--- src/hdl/aimd_pkg.sv ---
// shared types and constants for the aimd window controller
package aimd_pkg;

    localparam int CELL_BYTES = 80;

    localparam int CELLS_W  = 32;
    localparam int COUNT_W  = 32;
    localparam int WIN_W    = 16;
    localparam int AVG_W    = 39;
    localparam int MULT_W   = $clog2(CELL_BYTES + 1);
    localparam int BYTES_W  = CELLS_W + MULT_W;
    localparam int STEP_W   = $clog2(BYTES_W + 1);
    localparam int REG_IDX_W = 3;

    localparam logic [AVG_W-1:0]   AVG_MAX = '1;
    localparam logic [WIN_W-1:0]   WIN_MAX = '1;
    localparam logic [MULT_W-1:0]  CELL_BYTES_C = MULT_W'(CELL_BYTES);

    localparam logic [AVG_W-1:0] LOWER_RST   = AVG_W'(75000);
    localparam logic [AVG_W-1:0] UPPER_RST   = AVG_W'(750000);
    localparam logic [WIN_W-1:0] FLOOR_RST   = WIN_W'(118);
    localparam logic [WIN_W-1:0] CEILING_RST = WIN_W'(65535);
    localparam logic [WIN_W-1:0] STEP_RST    = WIN_W'(118);
    localparam logic [WIN_W-1:0] DIVISOR_RST = WIN_W'(2);
    localparam logic [WIN_W-1:0] WINDOW_RST  = WIN_W'(65535);

    // register indexes on the configuration channel
    localparam logic [REG_IDX_W-1:0] REG_LOWER   = 3'd0;
    localparam logic [REG_IDX_W-1:0] REG_UPPER   = 3'd1;
    localparam logic [REG_IDX_W-1:0] REG_FLOOR   = 3'd2;
    localparam logic [REG_IDX_W-1:0] REG_CEILING = 3'd3;
    localparam logic [REG_IDX_W-1:0] REG_STEP    = 3'd4;
    localparam logic [REG_IDX_W-1:0] REG_DIVISOR = 3'd5;

    typedef enum logic [1:0] {
        ACT_HOLD = 2'd0,
        ACT_DEC  = 2'd1,
        ACT_INC  = 2'd2
    } action_t;

    typedef struct packed {
        logic [AVG_W-1:0] lower;
        logic [AVG_W-1:0] upper;
        logic [WIN_W-1:0] floor_val;
        logic [WIN_W-1:0] ceiling;
        logic [WIN_W-1:0] step;
        logic [WIN_W-1:0] divisor;
    } cfg_t;

    typedef struct packed {
        logic              start;
        logic [STEP_W-1:0] steps;
    } div_req_t;

    typedef struct packed {
        logic busy;
        logic done;
    } div_rsp_t;

endpackage

--- src/hdl/aimd_if.sv ---
// handshake channel interfaces: measurement input, result output, configuration
interface aimd_meas_if;
    logic                          valid;
    logic                          ready;
    logic [aimd_pkg::CELLS_W-1:0]  depth_sum_cells;
    logic [aimd_pkg::COUNT_W-1:0]  packet_total;

    modport source (output valid, depth_sum_cells, packet_total, input ready);
    modport sink (input valid, depth_sum_cells, packet_total, output ready);
endinterface

interface aimd_result_if;
    logic                        valid;
    logic                        ready;
    logic [aimd_pkg::WIN_W-1:0]  window_new;
    logic [aimd_pkg::AVG_W-1:0]  average_depth_bytes;
    logic                        bank_read;
    logic [1:0]                  action;

    modport source (output valid, window_new, average_depth_bytes, bank_read, action,
                    input ready);
    modport sink (input valid, window_new, average_depth_bytes, bank_read, action,
                  output ready);
endinterface

interface aimd_cfg_if;
    logic                            valid;
    logic                            ready;
    logic [aimd_pkg::REG_IDX_W-1:0]  index;
    logic [aimd_pkg::AVG_W-1:0]      data;

    modport source (output valid, index, data, input ready);
    modport sink (input valid, index, data, output ready);
endinterface

--- src/hdl/aimd_regs.sv ---
// configuration register file for thresholds and window limits
module aimd_regs (
    input  logic              clk,
    input  logic              rst_n,
    aimd_cfg_if.sink          cfg,
    output aimd_pkg::cfg_t    regs
);
    import aimd_pkg::*;

    cfg_t regs_reg;

    assign cfg.ready = 1'b1;
    assign regs      = regs_reg;

    always_ff @(posedge clk or negedge rst_n)
    begin
        if (!rst_n)
        begin
            regs_reg.lower     <= LOWER_RST;
            regs_reg.upper     <= UPPER_RST;
            regs_reg.floor_val <= FLOOR_RST;
            regs_reg.ceiling   <= CEILING_RST;
            regs_reg.step      <= STEP_RST;
            regs_reg.divisor   <= DIVISOR_RST;
        end
        else if (cfg.valid && cfg.ready)
        begin
            // writes to unknown indexes are dropped
            unique case (cfg.index)
                REG_LOWER:   regs_reg.lower     <= cfg.data;
                REG_UPPER:   regs_reg.upper     <= cfg.data;
                REG_FLOOR:   regs_reg.floor_val <= cfg.data[WIN_W-1:0];
                REG_CEILING: regs_reg.ceiling   <= cfg.data[WIN_W-1:0];
                REG_STEP:    regs_reg.step      <= cfg.data[WIN_W-1:0];
                REG_DIVISOR: regs_reg.divisor   <= cfg.data[WIN_W-1:0];
                default: ;
            endcase
        end
    end

endmodule

--- src/hdl/aimd_div.sv ---
// shared restoring divider, one quotient bit per cycle
module aimd_div (
    input  logic                            clk,
    input  logic                            rst_n,
    input  aimd_pkg::div_req_t              req,
    input  logic [aimd_pkg::BYTES_W-1:0]    dividend,
    input  logic [aimd_pkg::COUNT_W-1:0]    divisor,
    output aimd_pkg::div_rsp_t              rsp,
    output logic [aimd_pkg::BYTES_W-1:0]    quotient
);
    import aimd_pkg::*;

    logic [BYTES_W-1:0] quo_reg;
    logic [COUNT_W-1:0] rem_reg;
    logic [COUNT_W-1:0] dvs_reg;
    logic [STEP_W-1:0]  cnt_reg;
    logic               busy_reg;
    logic               done_reg;

    logic [COUNT_W:0]   rem_shift;
    logic [COUNT_W:0]   rem_diff;
    logic               fits;

    // quotient bits enter at the bottom, dividend bits leave at the top
    assign rem_shift = {rem_reg, quo_reg[BYTES_W-1]};
    assign rem_diff  = rem_shift - {1'b0, dvs_reg};
    assign fits      = rem_shift >= {1'b0, dvs_reg};

    assign rsp.busy = busy_reg;
    assign rsp.done = done_reg;
    assign quotient = quo_reg;

    always_ff @(posedge clk or negedge rst_n)
    begin
        if (!rst_n)
        begin
            busy_reg <= 1'b0;
            done_reg <= 1'b0;
            cnt_reg  <= '0;
        end
        else
        begin
            done_reg <= 1'b0;
            if (req.start)
            begin
                busy_reg <= 1'b1;
                cnt_reg  <= req.steps;
            end
            else if (busy_reg)
            begin
                cnt_reg <= cnt_reg - STEP_W'(1);
                if (cnt_reg == STEP_W'(1))
                begin
                    busy_reg <= 1'b0;
                    done_reg <= 1'b1;
                end
            end
        end
    end

    always_ff @(posedge clk)
    begin
        if (req.start)
        begin
            quo_reg <= dividend;
            rem_reg <= '0;
            dvs_reg <= divisor;
        end
        else if (busy_reg)
        begin
            quo_reg <= {quo_reg[BYTES_W-2:0], fits};
            rem_reg <= fits ? rem_diff[COUNT_W-1:0] : rem_shift[COUNT_W-1:0];
        end
    end

    property p_start_idle;
        @(posedge clk) disable iff (!rst_n) req.start |-> !busy_reg;
    endproperty
    a_start_idle: assert property (p_start_idle)
        else $error("divider started while busy");

    property p_done_after_busy;
        @(posedge clk) disable iff (!rst_n) done_reg |-> $past(busy_reg) && !busy_reg;
    endproperty
    a_done_after_busy: assert property (p_done_after_busy)
        else $error("divider done without a running division");

    property p_busy_count;
        @(posedge clk) disable iff (!rst_n) busy_reg |-> cnt_reg != '0;
    endproperty
    a_busy_count: assert property (p_busy_count)
        else $error("divider busy with no steps left");

endmodule

--- src/hdl/aimd_window_controller.sv ---
// aimd window controller top level: sequencer around a shared divider
// One measurement round is taken per transaction on meas. The sequencer scales the
// cell sum by the bytes per cell with one multiply, runs the shared bit-serial divider
// for the average (over the 39 dividend bits at 80 bytes per cell, skipped on a
// zero packet count), then on a decrease runs it again over the 16 window bits.
// An accepted item passes through S_MUL, S_AVG, S_AVG_WAIT (not on a zero packet count),
// S_DECIDE, S_WIN_WAIT (on a decrease only) and S_FINISH, which waits while the previous
// result still sits in the output register. meas is not ready until the result is
// loaded into the output register, which holds it on result until taken.
// Configuration writes are taken every cycle and must only be made while idle.
module aimd_window_controller (
    input  logic       clk,
    input  logic       rst_n,
    aimd_meas_if.sink  meas,
    aimd_result_if.source result,
    aimd_cfg_if.sink   cfg
);
    import aimd_pkg::*;

    typedef enum logic [2:0] {
        S_IDLE,
        S_MUL,
        S_AVG,
        S_AVG_WAIT,
        S_DECIDE,
        S_WIN_WAIT,
        S_FINISH
    } state_t;

    cfg_t               regs;
    div_req_t           div_req;
    div_rsp_t           div_rsp;
    logic [BYTES_W-1:0] div_dividend;
    logic [COUNT_W-1:0] div_divisor;
    logic [BYTES_W-1:0] div_quotient;

    state_t             state_reg, state_next;
    logic [CELLS_W-1:0] cells_reg, cells_next;
    logic [COUNT_W-1:0] count_reg, count_next;
    logic [BYTES_W-1:0] bytes_reg, bytes_next;
    logic [AVG_W-1:0]   avg_reg, avg_next;
    logic [WIN_W-1:0]   win_reg, win_next;
    logic               bank_reg, bank_next;
    logic               bank_rd_reg, bank_rd_next;
    action_t            act_reg, act_next;

    logic               out_valid_reg, out_valid_next;
    logic [WIN_W-1:0]   out_win_reg, out_win_next;
    logic [AVG_W-1:0]   out_avg_reg, out_avg_next;
    logic               out_bank_reg, out_bank_next;
    action_t            out_act_reg, out_act_next;

    logic [WIN_W:0]     inc_sum;
    logic [WIN_W-1:0]   inc_sat;
    logic [WIN_W-1:0]   inc_win;
    logic [WIN_W-1:0]   dec_quo;
    logic [WIN_W-1:0]   dec_win;
    logic [WIN_W-1:0]   eff_divisor;
    logic [AVG_W-1:0]   avg_sat;

    aimd_regs u_regs (
        .clk   (clk),
        .rst_n (rst_n),
        .cfg   (cfg),
        .regs  (regs)
    );

    aimd_div u_div (
        .clk      (clk),
        .rst_n    (rst_n),
        .req      (div_req),
        .dividend (div_dividend),
        .divisor  (div_divisor),
        .rsp      (div_rsp),
        .quotient (div_quotient)
    );

    assign meas.ready                 = (state_reg == S_IDLE);
    assign result.valid               = out_valid_reg;
    assign result.window_new          = out_win_reg;
    assign result.average_depth_bytes = out_avg_reg;
    assign result.bank_read           = out_bank_reg;
    assign result.action              = out_act_reg;

    // window update arithmetic
    assign inc_sum     = {1'b0, win_reg} + {1'b0, regs.step};
    assign inc_sat     = inc_sum[WIN_W] ? WIN_MAX : inc_sum[WIN_W-1:0];
    assign inc_win     = (inc_sat < regs.ceiling) ? inc_sat : regs.ceiling;
    assign dec_quo     = div_quotient[WIN_W-1:0];
    assign dec_win     = (dec_quo > regs.floor_val) ? dec_quo : regs.floor_val;
    assign eff_divisor = (regs.divisor == '0) ? WIN_W'(1) : regs.divisor;
    assign avg_sat     = (div_quotient > BYTES_W'(AVG_MAX)) ? AVG_MAX
                                                            : div_quotient[AVG_W-1:0];

    // window is aligned to the top so 16 steps bring out its quotient
    assign div_dividend = (state_reg == S_DECIDE)
                        ? {win_reg, {(BYTES_W-WIN_W){1'b0}}} : bytes_reg;
    assign div_divisor  = (state_reg == S_DECIDE)
                        ? {{(COUNT_W-WIN_W){1'b0}}, eff_divisor} : count_reg;

    always_comb
    begin
        state_next     = state_reg;
        cells_next     = cells_reg;
        count_next     = count_reg;
        bytes_next     = bytes_reg;
        avg_next       = avg_reg;
        win_next       = win_reg;
        bank_next      = bank_reg;
        bank_rd_next   = bank_rd_reg;
        act_next       = act_reg;
        out_valid_next = out_valid_reg && !result.ready;
        out_win_next   = out_win_reg;
        out_avg_next   = out_avg_reg;
        out_bank_next  = out_bank_reg;
        out_act_next   = out_act_reg;
        div_req.start  = 1'b0;
        div_req.steps  = STEP_W'(BYTES_W);

        unique case (state_reg)
            S_IDLE:
            begin
                if (meas.valid)
                begin
                    cells_next   = meas.depth_sum_cells;
                    count_next   = meas.packet_total;
                    bank_rd_next = bank_reg;
                    bank_next    = ~bank_reg;
                    state_next   = S_MUL;
                end
            end
            S_MUL:
            begin
                bytes_next = BYTES_W'(cells_reg) * BYTES_W'(CELL_BYTES_C);
                state_next = S_AVG;
            end
            S_AVG:
            begin
                if (count_reg == '0)
                begin
                    avg_next   = '0;
                    state_next = S_DECIDE;
                end
                else
                begin
                    div_req.start = 1'b1;
                    state_next    = S_AVG_WAIT;
                end
            end
            S_AVG_WAIT:
            begin
                if (div_rsp.done)
                begin
                    avg_next   = avg_sat;
                    state_next = S_DECIDE;
                end
            end
            S_DECIDE:
            begin
                // decrease test comes first and wins
                priority if (avg_reg > regs.upper)
                begin
                    div_req.start = 1'b1;
                    div_req.steps = STEP_W'(WIN_W);
                    act_next      = ACT_DEC;
                    state_next    = S_WIN_WAIT;
                end
                else if (avg_reg < regs.lower)
                begin
                    win_next   = inc_win;
                    act_next   = ACT_INC;
                    state_next = S_FINISH;
                end
                else
                begin
                    act_next   = ACT_HOLD;
                    state_next = S_FINISH;
                end
            end
            S_WIN_WAIT:
            begin
                if (div_rsp.done)
                begin
                    win_next   = dec_win;
                    state_next = S_FINISH;
                end
            end
            S_FINISH:
            begin
                if (!out_valid_reg || result.ready)
                begin
                    out_valid_next = 1'b1;
                    out_win_next   = win_reg;
                    out_avg_next   = avg_reg;
                    out_bank_next  = bank_rd_reg;
                    out_act_next   = act_reg;
                    state_next     = S_IDLE;
                end
            end
            default:
            begin
                state_next = S_IDLE;
            end
        endcase
    end

    always_ff @(posedge clk or negedge rst_n)
    begin
        if (!rst_n)
        begin
            state_reg     <= S_IDLE;
            win_reg       <= WINDOW_RST;
            bank_reg      <= 1'b0;
            out_valid_reg <= 1'b0;
        end
        else
        begin
            state_reg     <= state_next;
            win_reg       <= win_next;
            bank_reg      <= bank_next;
            out_valid_reg <= out_valid_next;
        end
    end

    always_ff @(posedge clk)
    begin
        cells_reg    <= cells_next;
        count_reg    <= count_next;
        bytes_reg    <= bytes_next;
        avg_reg      <= avg_next;
        bank_rd_reg  <= bank_rd_next;
        act_reg      <= act_next;
        out_win_reg  <= out_win_next;
        out_avg_reg  <= out_avg_next;
        out_bank_reg <= out_bank_next;
        out_act_reg  <= out_act_next;
    end

    property p_busy_after_accept;
        @(posedge clk) disable iff (!rst_n) meas.valid && meas.ready |=> !meas.ready;
    endproperty
    a_busy_after_accept: assert property (p_busy_after_accept)
        else $error("input accepted again while a round is in progress");

    property p_inc_capped;
        @(posedge clk) disable iff (!rst_n)
            out_valid_reg && (out_act_reg == ACT_INC) |-> out_win_reg <= regs.ceiling;
    endproperty
    a_inc_capped: assert property (p_inc_capped)
        else $error("increased window above ceiling");

    property p_dec_floored;
        @(posedge clk) disable iff (!rst_n)
            out_valid_reg && (out_act_reg == ACT_DEC) |-> out_win_reg >= regs.floor_val;
    endproperty
    a_dec_floored: assert property (p_dec_floored)
        else $error("decreased window below floor");

    property p_div_only_when_waiting;
        @(posedge clk) disable iff (!rst_n)
            div_rsp.busy |-> (state_reg == S_AVG_WAIT) || (state_reg == S_WIN_WAIT);
    endproperty
    a_div_only_when_waiting: assert property (p_div_only_when_waiting)
        else $error("divider running outside a wait state");

endmodule

--- src/flat_wrapper.sv ---
// flat-port wrapper written by rule: the top's interface ports become plain ports
module aimd_window_controller_flat import aimd_pkg::*;
  (clk, rst_n, meas_valid, meas_depth_sum_cells, meas_packet_total, meas_ready, result_valid, result_window_new, result_average_depth_bytes, result_bank_read, result_action, result_ready, cfg_valid, cfg_index, cfg_data, cfg_ready);
  aimd_meas_if meas_i ();
  aimd_result_if result_i ();
  aimd_cfg_if cfg_i ();
  input  logic clk;
  input  logic rst_n;
  input wire logic [$bits(meas_i.valid)-1:0] meas_valid;
  input wire logic [$bits(meas_i.depth_sum_cells)-1:0] meas_depth_sum_cells;
  input wire logic [$bits(meas_i.packet_total)-1:0] meas_packet_total;
  output wire logic [$bits(meas_i.ready)-1:0] meas_ready;
  output wire logic [$bits(result_i.valid)-1:0] result_valid;
  output wire logic [$bits(result_i.window_new)-1:0] result_window_new;
  output wire logic [$bits(result_i.average_depth_bytes)-1:0] result_average_depth_bytes;
  output wire logic [$bits(result_i.bank_read)-1:0] result_bank_read;
  output wire logic [$bits(result_i.action)-1:0] result_action;
  input wire logic [$bits(result_i.ready)-1:0] result_ready;
  input wire logic [$bits(cfg_i.valid)-1:0] cfg_valid;
  input wire logic [$bits(cfg_i.index)-1:0] cfg_index;
  input wire logic [$bits(cfg_i.data)-1:0] cfg_data;
  output wire logic [$bits(cfg_i.ready)-1:0] cfg_ready;
  assign meas_i.valid = meas_valid;
  assign meas_i.depth_sum_cells = meas_depth_sum_cells;
  assign meas_i.packet_total = meas_packet_total;
  assign meas_ready = meas_i.ready;
  assign result_valid = result_i.valid;
  assign result_window_new = result_i.window_new;
  assign result_average_depth_bytes = result_i.average_depth_bytes;
  assign result_bank_read = result_i.bank_read;
  assign result_action = result_i.action;
  assign result_i.ready = result_ready;
  assign cfg_i.valid = cfg_valid;
  assign cfg_i.index = cfg_index;
  assign cfg_i.data = cfg_data;
  assign cfg_ready = cfg_i.ready;
  aimd_window_controller u_core (.clk(clk), .rst_n(rst_n), .meas(meas_i), .result(result_i), .cfg(cfg_i));
endmodule
--- config.mk ---
export PLATFORM = sky130hd
export DESIGN_NAME = aimd_window_controller_flat
export DESIGN_NICKNAME = d
export VERILOG_FILES = /design/src/hdl/aimd_pkg.sv /design/src/hdl/aimd_if.sv /design/src/hdl/aimd_regs.sv /design/src/hdl/aimd_div.sv /design/src/hdl/aimd_window_controller.sv /design/src/flat_wrapper.sv
export SDC_FILE = /design/constraint.sdc
export NUM_CORES = 1
export LEC_CHECK = 0
export BUFFER_PORTS_ARGS = -buffer_cell sky130_fd_sc_hd__buf_2
export CAP_MARGIN = 20
export CELL_PAD_IN_SITES_DETAIL_PLACEMENT = 1
export CELL_PAD_IN_SITES_GLOBAL_PLACEMENT = 1
export CORE_MARGIN = 5
export CORE_UTILIZATION = 35
export CTS_CLUSTER_SIZE = 16
export DETAILED_ROUTE_END_ITERATION = 6
export PLACE_DENSITY_LB_ADDON = 0.12
export SYNTH_ARGS = -nofsm -noshare
export SYNTH_HDL_FRONTEND = slang
export SYNTH_HIERARCHICAL = 1
export SYNTH_SLANG_ARGS = --single-unit
--- constraint.sdc ---
create_clock -name clk -period 8.7 [get_ports clk]
set_input_delay 1.305 -clock clk [delete_from_list [all_inputs] [get_ports clk]]
set_output_delay 1.305 -clock clk [all_outputs]
set_load 0.03 [all_outputs]
==> reports/metrics.csv <==
stage,metric,value,unit
status,status,"complete, no violations",
power,sw frac,0.355,
sta,period utilization,0.595,
sta,PnR worst setup slack,3.52,ns
layout,Non-Filler Instances,3288,
clocking,clk sink count,473,
global_route,first-pass GRT wire length,113,mm
global_route,antenna violations before repair,4,
clocking,CTS Root Cell,clkbuf_16,
clocking,clk buf depth,3,
hold_path,Hold Path Stages,0,
floorplanning,die area,0.0787,mm2
placement,RD Place Congestion,0.845,
sta,max frequency,193,MHz
setup_path,CP cell instances,inv_1 -> ha_1 -> nand4_1 -> nor4_1 -> o21ai_0 -> a21oi_1 -> o21ai_0 -> a21oi_2 -> a22oi_1 -> nor2_4 -> buf_4 -> nor2_1 -> inv_1 -> buf_4,
power,total power,9.33,mW
power,switching power,3.31,mW
placement,dpl hpwl,55.2,mm
global_route,GRT overflow,0,
layout,Largest register FFs,142,
power,Lkg Pwr,12.3,nW
global_route,met1 GRT Util,0.244,
placement,Area after DPL,0.0275,mm2
setup_path,CP startpoint,u_core/u_regs/regs[83]$_DFFE_PN1P_,
clocking,worst skew pair latency,0.63,ns
floorplanning,FP Rows,99,
placement,Setup Slack @ Placement,3.45,ns
clocking,CTS buffer count,55,
sta,Final Slew Violations,0,
setup_path,Crit Path Class,reg2reg,
detailed_routing,Routed Antenna Nets,0,
hold_path,HP Start,u_core/act_reg[0]$_SDFFCE_PN1P_,
sta,worst slew pin tran,1.11,ns
power,Comb power frac,0.374,
detailed_routing,DR vias,16845,
placement,Cells after DPL,3182,
sta,RSZ-0062 raised after global routing,false,
detailed_routing,Routed WL,74.1,mm
setup_path,Crit path largest cell delay,0.79,ns
layout,ratio of cells with drive above 1 in the final layout,0.267,
power,internal cell power,6.02,mW
clocking,CTS H-tree depth,2,
sta,# setup viols final,0,
power,Sequential Power Share,0.367,
setup_path,Worst Path Arrival,5.42,ns
placement,I/O Buffers,170,
synthesis,synthesized area,0.0256,mm2
global_route,vias in the first global route,18246,
sta,Hold Slack,0.421,ns
setup_path,"Max FO, Critical Path",62,
setup_path,CP Capture Type,register,
clocking,CTS tree,built,
power,Clock power frac,0.259,
detailed_routing,DR DRC count,0,
sta,Slew headroom,0.261,
floorplanning,Die W,281,um
hold_path,hold crit path type,reg2reg,
floorplanning,Die Ht,281,um
sta,Setup Skew,0.0204,ns
global_route,grt met3 use,0.0263,
layout,Nets,2613,
setup_path,CP startpoint kind,register,
setup_path,"slowest stage cell, crit path",buf_4,
sta,TNS Setup,0,ns
global_route,GRT Total Usage,0.186,
sta,"Hold Vio Cnt, Final",0,
power,Max rail drop VDD,0.184,mV
clocking,# hold bufs at CTS,0,
global_route,Most Crowded Layer GR,met2,
synthesis,Avg Inst Size Synth,12.2,um2
floorplanning,Initial Util,0.352,
floorplanning,boundary pin count,172,
setup_path,reg2reg start,u_core/u_regs/regs[83]$_DFFE_PN1P_,
global_route,GRT met2 Usage,0.320,
detailed_routing,Initial DRC Count,708,
power,power density cells,317,mW/mm2
layout,Layout area overhead,14.8,%
job,# Max-Cap Violations,0,
floorplanning,Core Region,0.0728,mm2
global_route,largest net degree at the start of global routing,69,
clocking,clock slew seen by the registers of the worst setup and hold paths,0.06,ns
layout,"Core Util, Final",0.404,
setup_path,Worst Path Required,8.95,ns
setup_path,FF-to-FF path depth,14,
sta,minimum clock period,5.18,ns
synthesis,YS warnings,6,
clocking,post-cts resize count,0,
detailed_routing,post-DR wirelength/cell,22.5,um
synthesis,Cells after Synth,2103,
clocking,Setup Buffers After CTS,0,
detailed_routing,Detailed Routing Iterations Pass 1,5,
detailed_routing,via density per instance,5.12,
layout,post-route cell area,0.0294,mm2
cells in the final DEF, fill, tap and decap left out, types with 38 or more instances in the layout:
cell type	instances
a21o_1	55
a21oi_1	99
and2_1	46
buf_2	169
clkbuf_16	57
dfrtp_1	109
dfstp_2	61
edfxtp_1	270
ha_1	218
inv_1	165
mux2_2	225
mux2i_1	58
nand2_1	80
nand4_1	38
nor2_1	101
nor2b_1	50
o21ai_0	71
xnor2_1	48
final timing paths:
kind                                                        to  slack, ns
min in group asynchronous  u_core/u_regs/regs[133]$_DFFE_PN0P_       0.71
hold reg to reg              u_core/result.action[0]$_DFFE_PP_       0.42
setup reg to reg           u_core/u_div/quotient[34]$_DFFE_PP_       3.52
hold / removal               u_core/result.action[0]$_DFFE_PP_       0.42
setup / recovery           u_core/u_div/quotient[34]$_DFFE_PP_       3.52
max in group asynchronous   u_core/u_regs/regs[19]$_DFFE_PN0P_       5.98
cell type report:
type | instances | area [um2]
flip-flops and latches | 473 | 13100
clock inverters | 27 | 328
clock buffers | 77 | 1570
repair buffers | 186 | 992
multi-input cells | 1400 | 11600
well taps | 959 | 1200
inverters | 165 | 619
diodes | 1 | 2.50
fillers | 7766 | 43400
routing by layer:
layer | up-vias | part of all wire
met5 | - | 0
met4 | 0 | 0.031
met3 | 85 | 0.029
met2 | 215 | 0.49
met1 | 8476 | 0.45
li1 | 8069 | -
power by group through the flow:
stage          Clock (mW)  Combinational, mW  Sequential, mW
2_1_floorplan           0               2.70            3.28
3_3_place_gp            0               3.42            3.45
3_5_place_dp            0               3.49            3.47
4_1_cts              2.50               3.51            3.43
5_1_grt              2.60               3.90            3.48
6_report             2.41               3.49            3.43
worst max-delay path: cells and delay by family (launching register included):
family / cells / cell delay (ns)
fa+ha+maj: 1 / 0.26
flops: 1 / 0.53
compound gates: 5 / 0.92
simple gates: 4 / 1.59
buf+inv: 4 / 1.39
(Power assumes the default switching activity.)
